--- src/sv/jsu_pkg.sv ---
// ----------------------------------------------------------------------------
// jsu_pkg
// Shared types and codes for the JSON string unescape / UTF-8 decoder.
// ----------------------------------------------------------------------------
package jsu_pkg;

  // Op codes on the input word
  localparam logic [1:0] OP_START = 2'd0;
  localparam logic [1:0] OP_BYTE  = 2'd1;
  localparam logic [1:0] OP_END   = 2'd2;

  // Result kinds
  localparam logic [1:0] KIND_DATA  = 2'd0;
  localparam logic [1:0] KIND_DONE  = 2'd1;
  localparam logic [1:0] KIND_ERROR = 2'd2;

  // Error causes
  localparam logic [2:0] CAUSE_NONE     = 3'd0;
  localparam logic [2:0] CAUSE_BAD_ESC  = 3'd1;
  localparam logic [2:0] CAUSE_BAD_HEX  = 3'd2;
  localparam logic [2:0] CAUSE_LONE_LOW = 3'd3;
  localparam logic [2:0] CAUSE_NO_PAIR  = 3'd4;
  localparam logic [2:0] CAUSE_BAD_LOW  = 3'd5;
  localparam logic [2:0] CAUSE_UNTERM   = 3'd6;

  // Up to four result words per input word (4-byte UTF-8 sequence)
  localparam int BURST_MAX = 4;
  localparam int CNT_W     = $clog2(BURST_MAX + 1);

  typedef enum logic [3:0] {
    PH_IDLE = 4'd0,
    PH_BODY = 4'd1,
    PH_ESC  = 4'd2,
    PH_HEX1 = 4'd3,
    PH_BSL  = 4'd4,
    PH_U    = 4'd5,
    PH_HEX2 = 4'd6,
    PH_DONE = 4'd7
  } phase_t;

  typedef struct packed {
    logic [1:0] op;
    logic [7:0] in_byte;
  } in_word_t;

  typedef struct packed {
    logic [1:0] kind;
    logic [7:0] out_byte;
    logic [2:0] error_cause;
    logic       last;
  } out_word_t;

  // Decoder state; only the low 12 hex bits need keeping between digits
  typedef struct packed {
    phase_t      phase;
    logic [11:0] hex_value;
    logic [1:0]  hex_count;
    logic [9:0]  high_surr;
  } dec_state_t;

  // Results of one input word, in order
  typedef struct packed {
    logic [CNT_W-1:0]                cnt;
    out_word_t [BURST_MAX-1:0]       w;
  } burst_t;

  // Handshake status from the output buffer
  typedef struct packed {
    logic can_load;
    logic pop;
  } buf_status_t;

endpackage

--- src/sv/jsu_decode.sv ---
// ----------------------------------------------------------------------------
// jsu_decode
// Combinational decode of one input word against the current state: next
// state plus the burst of result words it causes.
// ----------------------------------------------------------------------------
module jsu_decode import jsu_pkg::*; (
  input  dec_state_t st,
  input  in_word_t   item,
  output dec_state_t st_nxt,
  output burst_t     res
);

  function automatic burst_t one_word(logic [1:0] kind, logic [7:0] b, logic [2:0] cause);
    burst_t r;
    r = '0;
    r.cnt = CNT_W'(1);
    r.w[0].kind        = kind;
    r.w[0].out_byte    = b;
    r.w[0].error_cause = cause;
    return r;
  endfunction

  function automatic burst_t utf8_enc(logic [20:0] cp);
    burst_t r;
    r = '0;
    if (cp <= 21'h7F) begin
      r.cnt = CNT_W'(1);
      r.w[0].out_byte = cp[7:0];
    end else if (cp <= 21'h7FF) begin
      r.cnt = CNT_W'(2);
      r.w[0].out_byte = 8'hC0 | {3'b0, cp[10:6]};
      r.w[1].out_byte = 8'h80 | {2'b0, cp[5:0]};
    end else if (cp <= 21'hFFFF) begin
      r.cnt = CNT_W'(3);
      r.w[0].out_byte = 8'hE0 | {4'b0, cp[15:12]};
      r.w[1].out_byte = 8'h80 | {2'b0, cp[11:6]};
      r.w[2].out_byte = 8'h80 | {2'b0, cp[5:0]};
    end else begin
      // at most 0x10FFFF by construction of the surrogate pair
      r.cnt = CNT_W'(4);
      r.w[0].out_byte = 8'hF0 | {5'b0, cp[20:18]};
      r.w[1].out_byte = 8'h80 | {2'b0, cp[17:12]};
      r.w[2].out_byte = 8'h80 | {2'b0, cp[11:6]};
      r.w[3].out_byte = 8'h80 | {2'b0, cp[5:0]};
    end
    for (int i = 0; i < BURST_MAX; i++) begin
      r.w[i].kind        = KIND_DATA;
      r.w[i].error_cause = CAUSE_NONE;
    end
    return r;
  endfunction

  logic [7:0]  c;
  logic        nib_ok;
  logic [3:0]  nib;
  logic [15:0] hex_acc;
  logic        esc_ok;
  logic [7:0]  esc_b;
  logic        is_hi, is_lo;
  logic [20:0] pair_cp;
  burst_t      raw;

  assign c = item.in_byte;

  // hex digit value
  always_comb begin
    nib_ok = 1'b1;
    nib    = 4'd0;
    if (c >= 8'h30 && c <= 8'h39) begin
      nib = c[3:0];
    end else if ((c >= 8'h61 && c <= 8'h66) || (c >= 8'h41 && c <= 8'h46)) begin
      nib = c[3:0] + 4'd9;
    end else begin
      nib_ok = 1'b0;
    end
  end

  // single-letter escapes
  always_comb begin
    esc_ok = 1'b1;
    case (c)
      8'h22:   esc_b = 8'h22;
      8'h5C:   esc_b = 8'h5C;
      8'h2F:   esc_b = 8'h2F;
      8'h62:   esc_b = 8'h08;
      8'h66:   esc_b = 8'h0C;
      8'h6E:   esc_b = 8'h0A;
      8'h72:   esc_b = 8'h0D;
      8'h74:   esc_b = 8'h09;
      default: begin
        esc_b  = 8'h00;
        esc_ok = 1'b0;
      end
    endcase
  end

  assign hex_acc = {st.hex_value, nib};
  assign is_hi   = (hex_acc >= 16'hD800) && (hex_acc <= 16'hDBFF);
  assign is_lo   = (hex_acc >= 16'hDC00) && (hex_acc <= 16'hDFFF);
  assign pair_cp = 21'h10000 + {1'b0, st.high_surr, hex_acc[9:0]};

  always_comb begin
    st_nxt = st;
    raw    = '0;
    case (item.op)
      OP_START: begin
        st_nxt = '0;
        st_nxt.phase = PH_BODY;
      end
      OP_BYTE, OP_END: begin
        if (st.phase == PH_IDLE || st.phase == PH_DONE) begin
          // ignored
        end else if (item.op == OP_END) begin
          st_nxt.phase = PH_DONE;
          raw = one_word(KIND_ERROR, 8'h00, CAUSE_UNTERM);
        end else begin
          case (st.phase)
            PH_BODY: begin
              if (c == 8'h22) begin
                st_nxt.phase = PH_DONE;
                raw = one_word(KIND_DONE, 8'h00, CAUSE_NONE);
              end else if (c == 8'h5C) begin
                st_nxt.phase = PH_ESC;
              end else begin
                raw = one_word(KIND_DATA, c, CAUSE_NONE);
              end
            end
            PH_ESC: begin
              if (c == 8'h75) begin
                st_nxt.phase     = PH_HEX1;
                st_nxt.hex_value = '0;
                st_nxt.hex_count = '0;
              end else if (!esc_ok) begin
                st_nxt.phase = PH_DONE;
                raw = one_word(KIND_ERROR, 8'h00, CAUSE_BAD_ESC);
              end else begin
                st_nxt.phase = PH_BODY;
                raw = one_word(KIND_DATA, esc_b, CAUSE_NONE);
              end
            end
            PH_BSL: begin
              if (c != 8'h5C) begin
                st_nxt.phase = PH_DONE;
                raw = one_word(KIND_ERROR, 8'h00, CAUSE_NO_PAIR);
              end else begin
                st_nxt.phase = PH_U;
              end
            end
            PH_U: begin
              if (c != 8'h75) begin
                st_nxt.phase = PH_DONE;
                raw = one_word(KIND_ERROR, 8'h00, CAUSE_NO_PAIR);
              end else begin
                st_nxt.phase     = PH_HEX2;
                st_nxt.hex_value = '0;
                st_nxt.hex_count = '0;
              end
            end
            PH_HEX1, PH_HEX2: begin
              if (!nib_ok) begin
                st_nxt.phase = PH_DONE;
                raw = one_word(KIND_ERROR, 8'h00, CAUSE_BAD_HEX);
              end else begin
                st_nxt.hex_value = hex_acc[11:0];
                if (st.hex_count != 2'd3) begin
                  st_nxt.hex_count = st.hex_count + 2'd1;
                end else begin
                  st_nxt.hex_count = '0;
                  if (st.phase == PH_HEX1) begin
                    if (is_hi) begin
                      st_nxt.high_surr = hex_acc[9:0];
                      st_nxt.phase     = PH_BSL;
                    end else if (is_lo) begin
                      st_nxt.phase = PH_DONE;
                      raw = one_word(KIND_ERROR, 8'h00, CAUSE_LONE_LOW);
                    end else begin
                      st_nxt.phase = PH_BODY;
                      raw = utf8_enc({5'b0, hex_acc});
                    end
                  end else if (!is_lo) begin
                    st_nxt.phase = PH_DONE;
                    raw = one_word(KIND_ERROR, 8'h00, CAUSE_BAD_LOW);
                  end else begin
                    st_nxt.phase = PH_BODY;
                    raw = utf8_enc(pair_cp);
                  end
                end
              end
            end
            default: begin
            end
          endcase
        end
      end
      default: begin
        // unused op code: no effect
      end
    endcase
  end

  // flag the final word of the burst
  always_comb begin
    res = raw;
    for (int i = 0; i < BURST_MAX; i++) begin
      res.w[i].last = (raw.cnt != '0) && (CNT_W'(i) == raw.cnt - CNT_W'(1));
    end
  end

endmodule

--- src/sv/jsu_outbuf.sv ---
// ----------------------------------------------------------------------------
// jsu_outbuf
// Result register: holds one burst of up to four words and hands them out
// one per accepted output word.
// ----------------------------------------------------------------------------
module jsu_outbuf import jsu_pkg::*; (
  input  logic        clk,
  input  logic        rst_n,
  input  logic        load,
  input  burst_t      burst,
  input  logic        out_ready,
  output logic        out_valid,
  output out_word_t   out_data,
  output buf_status_t status
);

  logic [CNT_W-1:0]           cnt_r, cnt_nxt;
  out_word_t [BURST_MAX-1:0]  buf_r, buf_nxt;

  assign out_valid       = (cnt_r != '0);
  assign out_data        = buf_r[0];
  assign status.pop      = out_valid && out_ready;
  // can take a new burst now if empty, or if draining its final word now
  assign status.can_load = (cnt_r == '0) || ((cnt_r == CNT_W'(1)) && out_ready);

  always_comb begin
    cnt_nxt = cnt_r;
    buf_nxt = buf_r;
    if (load) begin
      cnt_nxt = burst.cnt;
      buf_nxt = burst.w;
    end else if (status.pop) begin
      cnt_nxt = cnt_r - CNT_W'(1);
      for (int i = 0; i < BURST_MAX - 1; i++) begin
        buf_nxt[i] = buf_r[i+1];
      end
    end
  end

  always_ff @(posedge clk) begin
    if (!rst_n) begin
      cnt_r <= '0;
    end else begin
      cnt_r <= cnt_nxt;
    end
  end

  always_ff @(posedge clk) begin
    buf_r <= buf_nxt;
  end

endmodule

--- src/sv/json_string_unescape_utf8_core.sv ---
// ----------------------------------------------------------------------------
// json_string_unescape_utf8_core
// Streaming JSON string body decoder with UTF-8 output.
// ----------------------------------------------------------------------------
// Usage:
//   Input words (in_valid/in_ready/in_data) carry an op and a byte: start a
//   new string, one body byte after the opening quote, or end of buffer.
//   Output words (out_valid/out_ready/out_data) carry a decoded data byte, a
//   string-complete marker or an error with its cause; last marks the final
//   word caused by one input word.
// Results: registered, appearing in the cycle after the input word is taken.
// Throughput: one input word per cycle while out_ready stays high and each
//   word yields at most one result; a \u escape that decodes to several UTF-8
//   bytes holds the input while the single output register drains its burst.
// Stall: when the receiver drops out_ready the burst stays put and in_ready
//   drops once the last buffered word cannot leave this cycle.
// Reset: synchronous, active low; decoder goes idle (ignores everything but
//   a start) and the output buffer empties.
// ----------------------------------------------------------------------------
module json_string_unescape_utf8_core import jsu_pkg::*; (
  input  logic      clk,
  input  logic      rst_n,
  input  logic      in_valid,
  output logic      in_ready,
  input  in_word_t  in_data,
  output logic      out_valid,
  input  logic      out_ready,
  output out_word_t out_data
);

  dec_state_t  st_r, st_nxt;
  burst_t      burst;
  buf_status_t bstat;
  logic        in_acc;

  assign in_ready = bstat.can_load;
  assign in_acc   = in_valid && in_ready;

  // decode: state + input word -> next state + result burst
  jsu_decode u_decode (
    .st     (st_r),
    .item   (in_data),
    .st_nxt (st_nxt),
    .res    (burst)
  );

  // state only moves on an accepted word; all-zero state is the idle phase
  always_ff @(posedge clk) begin
    if (!rst_n) begin
      st_r <= '0;
    end else if (in_acc) begin
      st_r <= st_nxt;
    end
  end

  // result register, serializes multi-byte bursts
  jsu_outbuf u_outbuf (
    .clk       (clk),
    .rst_n     (rst_n),
    .load      (in_acc),
    .burst     (burst),
    .out_ready (out_ready),
    .out_valid (out_valid),
    .out_data  (out_data),
    .status    (bstat)
  );

  // start always lands in the body phase
  a_start_body: assert property (@(posedge clk) disable iff (!rst_n)
    in_acc && in_data.op == OP_START |=> st_r.phase == PH_BODY)
    else $error("start did not enter body phase");

  // a stalled result blocks new input
  a_stall_blocks: assert property (@(posedge clk) disable iff (!rst_n)
    out_valid && !out_ready |-> !in_ready)
    else $error("input taken while result stalled");

  // bytes outside a string make no result
  a_idle_silent: assert property (@(posedge clk) disable iff (!rst_n)
    in_acc && in_data.op == OP_BYTE && (st_r.phase == PH_IDLE || st_r.phase == PH_DONE)
    |=> !out_valid)
    else $error("result from ignored byte");

  // completion and error words stand alone
  a_ctrl_last: assert property (@(posedge clk) disable iff (!rst_n)
    out_valid && out_data.kind != KIND_DATA |-> out_data.last)
    else $error("control word not marked last");

endmodule
--- config.mk ---
export PLATFORM = sky130hd
export DESIGN_NAME = json_string_unescape_utf8_core
export DESIGN_NICKNAME = d
export VERILOG_FILES = /design/src/sv/jsu_pkg.sv /design/src/sv/jsu_decode.sv /design/src/sv/jsu_outbuf.sv /design/src/sv/json_string_unescape_utf8_core.sv
export SDC_FILE = /design/constraint.sdc
export NUM_CORES = 1
export LEC_CHECK = 0
export BUFFER_PORTS_ARGS = -buffer_cell sky130_fd_sc_hd__clkbuf_2
export CAP_MARGIN = 20
export CORE_ASPECT_RATIO = 1.25
export CORE_UTILIZATION = 40
export CTS_CLUSTER_DIAMETER = 200
export DETAILED_ROUTE_END_ITERATION = 10
export PLACE_DENSITY = 0.61
export SYNTH_ARGS = -nofsm -noshare
export SYNTH_HDL_FRONTEND = slang
export SYNTH_SLANG_ARGS = --single-unit
--- constraint.sdc ---
create_clock -name clk -period 5.4 [get_ports clk]
set_clock_uncertainty 0.1 [all_clocks]
set_input_delay 1.08 -clock clk [delete_from_list [all_inputs] [get_ports clk]]
set_output_delay 1.08 -clock clk [all_outputs]
set_load 0.01 [all_outputs]
==> results of run 1 <==
-- worst paths after layout --
path / startpoint / end / slack (ns) / depth (start not counted)
setup / recovery: in_data[0] / u_outbuf.buf_r[35]$_DFFE_PP_ / 1.39 / 11
hold / removal: st_r[10]$_SDFFE_PN0P_ / st_r[10]$_SDFFE_PN0P_ / 0.39 / 2
setup reg to reg: st_r[23]$_SDFFE_PN0P_ / u_outbuf.buf_r[28]$_DFFE_PP_ / 1.99 / 8
hold reg to reg: st_r[10]$_SDFFE_PN0P_ / st_r[10]$_SDFFE_PN0P_ / 0.39 / 2
-- per-stage QoR --
step	power, uW	instance area (um^2)	util [%]
finish	2020	5640	44.3
global route	2120	5640	44.3
CTS	2030	5640	44.3
detailed placement	1440	5360	42.1
global placement	1440	5360	42.1
floorplan	1260	5210	-
-- cell families (layout without fill, tap and decap cells) --
logic type | after synthesis | count (layout) | synth area share [%]
buffers and inverters | 67 | 69 | 6.32
AND/OR/NAND/NOR | 290 | 290 | 29.5
AO/OA/AOI/OAI | 178 | 178 | 24.6
XOR/XNOR | 4 | 4 | 0.673
flip-flops | 68 | 68 | 33.4
multiplexers | 10 | 10 | 2.09
adder cells (fa/ha/maj) | 14 | 14 | 3.36
-- power breakdown --
| group | switching (uW) | total (uW) | internal [uW] |
|---|---|---|---|
| Clock | 226 | 581 | 354 |
| Sequential | 63.3 | 817 | 754 |
| Combinational | 406 | 622 | 216 |
-- worst min-delay path, stage by stage, from the launching register on --
cell      delay, ns
dfxtp_1        0.32
nand2_1        0.06
a21boi_0       0.06
-- flip-flops by register name, indices dropped and copies added (netlist names) --
name,count
st_r,27
u_outbuf.buf_r,24
u_outbuf.cnt_r,3
u_outbuf.out_data,14
-- final cells by class --
cell class                 count  share of cell area [%]
inverter                      16                    1.06
sequential                    68                    30.9
multi-input combinational    496                    55.6
clock inverter                 5                   0.932
timing repair buffer          37                    3.64
clock buffer                  11                    4.13
tap                          168                    3.73
-- layout by cell type, fill, tap and decap left out, types with 7 or more instances in the layout --
master | synthesis | routed
nand3_1 | 15 | 15
nor2b_1 | 22 | 22
nor2_1 | 73 | 73
o21ai_0 | 36 | 36
a21oi_1 | 38 | 38
nand2b_1 | 7 | 7
buf_4 | 14 | 8
and3_1 | 8 | 8
ha_1 | 14 | 14
nor3_1 | 16 | 16
nor3b_1 | 8 | 8
a31oi_1 | 7 | 7
a22o_1 | 8 | 8
edfxtp_1 | 38 | 38
o41ai_1 | 7 | 7
dfxtp_1 | 30 | 30
and2_1 | 11 | 11
nor4_1 | 7 | 7
clkbuf_2 | 0 | 29
clkbuf_16 | 0 | 9
nand2_1 | 72 | 72
inv_1 | 15 | 15
a32oi_1 | 7 | 7
a22oi_1 | 10 | 10
-- metal layers --
metal  up-vias  wire [um]
met3        48       1110
li1       2313          -
met1      2370       6940
met5         -          0
met4         0        781
met2       249       7830
==> summary.md, run 1 <==
| Metric | Value |
|---|---|
| Grt total ovfl | `0` |
| CTS Hold Bufs | `0` |
| CP max stage delay | `0.67 ns` |
| PnR worst setup slack | `1.39 ns` |
| Tightest Hold Check Type | `register to register` |
| Clock latency on the worst-skew pair | `0.35 ns` |
| Avg Cell Area, Syn | `8.25 um^2` |
| Initial Util | `41.0%` |
| Leakage | `0.00200 uW` |
| Bufs on Longest Clock Path | `2` |
| Share of Yosys cell area claimed by the top area cell type | `21.9%` |
| DRC errors left | `0` |
| Setup Buffers After CTS | `0` |
| Final Non-Filler Cells | `801` |
| Sink Count | `68` |
| Post-synth cell types | `84` |
| Max transition margin | `37.4%` |
| Vias in the first global route | `4701` |
| PwrDens | `358 mW/mm^2` |
| Critical Path Sink Type | `register` |
| VDD IR max | `0.267 mV` |
| Min Tclk post-route | `4.01 ns` |
| CP Buf/Inv Count | `2` |
| Count leader, synth | `nor2_1` |
| Status | `complete, no violations` |
| Routed len/inst | `20.8 um` |
| EDFF count, synth | `38` |
| Finish-stage setup viols | `0` |
| First-pass GRT wire length | `26300 um` |
| Num ports | `30` |
| Top post-synthesis cells by count | `73 x nor2_1, 72 x nand2_1, 38 x a21oi_1, 38 x edfxtp_1, 36 x o21ai_0` |
| Post-Syn Nets | `659` |
| Post-Route WL | `16700 um` |
| Antenna diode count | `0` |
| Routed Antenna Nets | `0` |
| CP Cell Sequence | `clkbuf_2, inv_1, ha_1, o21bai_1, a21oi_2, a211oi_2, nor4_1, o211ai_2, o21ai_2, a221oi_1, o21ai_0` |
| Area growth syn-to-layout | `8.29%` |
| Final HPWL from detailed placement | `11900 um` |
| Grt met2 use | `42.0%` |
| Ys async rst share | `0%` |
| Die width | `104 um` |
| Footprint of the multi-input gates | `0.00314 mm^2` |
| Storage cell area | `0.00174 mm^2` |
| Die ar. | `0.0135 mm^2` |
| Port Buffers | `29` |
| Slew Viols, Final | `0` |
| Mapped Cells | `631` |
| Kind of critical path | `input pin to register` |
| Initial antenna violation count | `0` |
| Drt first-iter violations | `482` |
| # H-tree levels | `3` |
| CTS tree | `done` |
| Crit start category | `input pin` |
| Hold violation count in the final report | `0` |
| Met3 usage | `3.42%` |
| GP Congestion | `0.946` |
| Final nets | `656` |
| Synth top area cells | `edfxtp_1 22%, dfxtp_1 12%, nor2_1 5.3%` |
| Met1 Usage GRT | `31.8%` |
| Seq/Total Area, Yosys | `33.4%` |
| Prevailing post-synth register cell | `edfxtp_1` |
| Total CTS buffers | `9` |
| Slowest-stage cell, CP | `a211oi_2` |
| CP required | `5.36 ns` |
| Reg clk slew, reported paths | `0.06 ns` |
| Pin count of the biggest net entering global routing | `35` |
| Syn. warnings | `0` |
| Critical path's top delay family | `compound AO/OA/AOI/OAI gates` |
| Final hold slack | `0.388 ns` |
| Die height | `130 um` |
| Root Buffer | `clkbuf_16` |
| Final worst-path cycle share | `74.3%` |
| Fmax | `0.249 GHz` |
| Busiest metal layer after global routing | `met2` |
| Dpl ws | `1.08 ns` |
| Setup TNS | `0 ns` |
| DR vias/cell | `6.22` |
| Core Region | `0.0127 mm^2` |
| Rows | `46` |
| Yosys reg bits | `68` |
| Unrepaired setup endpoints after global routing | `false` |
| Via count | `4980` |
| Cells after DPL | `785` |
| Crit-path max FO | `8` |
| Critical Path AT | `3.97 ns` |
| Tot GR Track Use | `25.5%` |
| FILL cells | `1260` |
| # resized after CTS | `0` |
| Drt pass-1 iters | `5` |
| Max-cap violations | `0` |
| Cell Area, Synth | `0.00521 mm^2` |
| Worst-Margin Slew | `0.931 ns` |
| Synth area leader | `edfxtp_1` |
| Ratio of cells with drive above 1 in the final layout | `14.5%` |
Power figures use the tool's default switching activity.
==> run 2: changes to the inputs <==
clock period = 3.98 ns   (was 5.4 ns; I/O delays follow)
==> run 2 against run 1 <==
Net effect:
- critical path depth stayed put
- flip-flop and latch count stayed put
- sequential share of layout area is 1.4 points lower
- setup slack worse by 0.95 ns
- via count is 0.40% higher
- die area stayed put
- register-to-register slack worse by 1.3 ns
- sequential power is 36% higher
- total power is 42% higher
- design area is 4.7% higher
- cell count is 3.9% higher
==> summary.md, run 2 (same netlist as run 1, synthesis figures left out) <==
| Metric | Value |
|---|---|
| # resized after CTS | `0` |
| Final Non-Filler Cells | `832` |
| Crit start category | `input pin` |
| Sink Count | `68` |
| Die width | `104 um` |
| PwrDens | `485 mW/mm^2` |
| Max FFs per register | `27` |
| Drt pass-1 iters | `5` |
| Storage cell area | `0.00174 mm^2` |
| Via count | `5000` |
| GP Congestion | `0.947` |
| Root Buffer | `clkbuf_16` |
| CP max stage delay | `0.57 ns` |
| Die height | `130 um` |
| Most flops, register | `st_r` |
| Met1 Usage GRT | `31.4%` |
| Met3 usage | `3.77%` |
| Sw Pwr | `964 uW` |
| Gate power share | `30.5%` |
| Drt first-iter violations | `445` |
| Vias in the first global route | `4773` |
| Kind of critical path | `input pin to register` |
| P_int | `1900 uW` |
| Initial Util | `41.0%` |
| CP Cell Sequence | `clkbuf_2, inv_1, ha_1, o21bai_1, a21oi_2, a211oi_2, nor4_4, o2bb2ai_2, nor2_1, o41ai_1, buf_4` |
| Num ports | `30` |
| Busiest metal layer after global routing | `met2` |
| Unrepaired setup endpoints after global routing | `false` |
| Final worst-path cycle share | `89.0%` |
| Critical Path Sink Type | `register` |
| Clk pwr share | `30.7%` |
| VDD IR max | `0.384 mV` |
| Status | `complete, no violations` |
| Pin count of the biggest net entering global routing | `33` |
| Post-Route WL | `17100 um` |
| Slowest-stage cell, CP | `a211oi_2` |
| Net Sw Frac | `33.6%` |
| FILL cells | `1271` |
| Dpl ws | `0.126 ns` |
| Clock latency on the worst-skew pair | `0.35 ns` |
| Worst-Margin Slew | `0.987 ns` |
| Max transition margin | `33.6%` |
| Grt met2 use | `45.2%` |
| Die ar. | `0.0135 mm^2` |
| Antenna diode count | `0` |
| Tot GR Track Use | `26.2%` |
| Finish-stage setup viols | `0` |
| Footprint of the multi-input gates | `0.00314 mm^2` |
| CTS Hold Bufs | `0` |
| Grt total ovfl | `0` |
| Slew Viols, Final | `0` |
| Initial antenna violation count | `0` |
| Rows | `46` |
| Max-cap violations | `0` |
| Tightest Hold Check Type | `register to register` |
| Area growth syn-to-layout | `13.4%` |
| Setup Buffers After CTS | `0` |
| # H-tree levels | `3` |
| CP required | `4.10 ns` |
| Leading cell type in the layout, fill and taps excluded | `nor2_1` |
| Setup TNS | `0 ns` |
| Bufs on Longest Clock Path | `2` |
| Crit-path max FO | `11` |
| DRC errors left | `0` |
| Fmax | `0.282 GHz` |
| Port Buffers | `29` |
| CTS tree | `done` |
| Routed len/inst | `20.6 um` |
| Critical Path AT | `3.67 ns` |
| Reg clk slew, reported paths | `0.06 ns` |
| Leakage | `0.00218 uW` |
| Core Region | `0.0127 mm^2` |
| Hold violation count in the final report | `0` |
| Seq pwr share | `38.8%` |
| DR vias/cell | `6.01` |
| Ratio of cells with drive above 1 in the final layout | `18.8%` |
| Min Tclk post-route | `3.54 ns` |
| Commonest cells after routing, fill and taps aside | `73 x nor2_1, 72 x nand2_1, 39 x buf_4` |
| Routed Antenna Nets | `0` |
| First-pass GRT wire length | `26900 um` |
| PnR worst setup slack | `0.438 ns` |
| Final nets | `687` |
| Total CTS buffers | `9` |
| Cells after DPL | `816` |
| Final HPWL from detailed placement | `12900 um` |
==> run 2: final timing paths <==
kind,start,endpoint,slack [ns],depth (start not counted)
worst max-delay path,in_data[0],u_outbuf.buf_r[23]$_DFFE_PP_,0.44,11
worst min-delay path,st_r[10]$_SDFFE_PN0P_,st_r[10]$_SDFFE_PN0P_,0.39,2
worst max register to register,st_r[23]$_SDFFE_PN0P_,u_outbuf.out_data[0]$_DFFE_PP_,0.66,8
worst min register to register,st_r[10]$_SDFFE_PN0P_,st_r[10]$_SDFFE_PN0P_,0.39,2
==> run 2: power by group through the flow <==
stage | Combinational [uW] | Sequential (uW) | Clock, uW
after floorplan | 634 | 1080 | 0
after global placement | 861 | 1120 | 0
after detailed placement | 871 | 1120 | 0
after CTS | 874 | 1110 | 890
after global routing | 956 | 1130 | 909
final | 874 | 1110 | 879
==> run 2: stage by stage <==
stage                     hold slack, ns  area (um^2)  util (%)  power (uW)
after global placement             0.368         5590      43.9        1980
after CTS                          0.401         5910      46.4        2880
after floorplan                    0.353         5210         -        1710
final                              0.394         5910      46.4        2870
after global routing               0.450         5910      46.4        3000
after detailed placement           0.393         5590      43.9        1990
==> run 2: layout make-up <==
class | count | share of cell area [%]
Tap cell | 168 | 3.56
Timing Repair Buffer | 68 | 7.42
Inverter | 16 | 1.02
Multi-Input combinational cell | 496 | 53.1
Sequential cell | 68 | 29.5
Clock buffer | 10 | 3.88
Clock inverter | 6 | 1.50
==> run 2: per-layer routing <==
| metal | vias up | part of all wire, % |
|---|---|---|
| met5 | - | 0 |
| met4 | 0 | 5.0 |
| met3 | 51 | 5.0 |
| met2 | 179 | 48 |
| met1 | 2393 | 42 |
| li1 | 2377 | - |
==> run 2: critical path, delay by kind of cell <==
family / cells / cell delay, ns
AO/OA/AOI/OAI: 5 / 2.00
adder cells (fa/ha/maj): 1 / 0.24
buffers and inverters: 3 / 0.41
AND/OR/NAND/NOR: 2 / 0.21
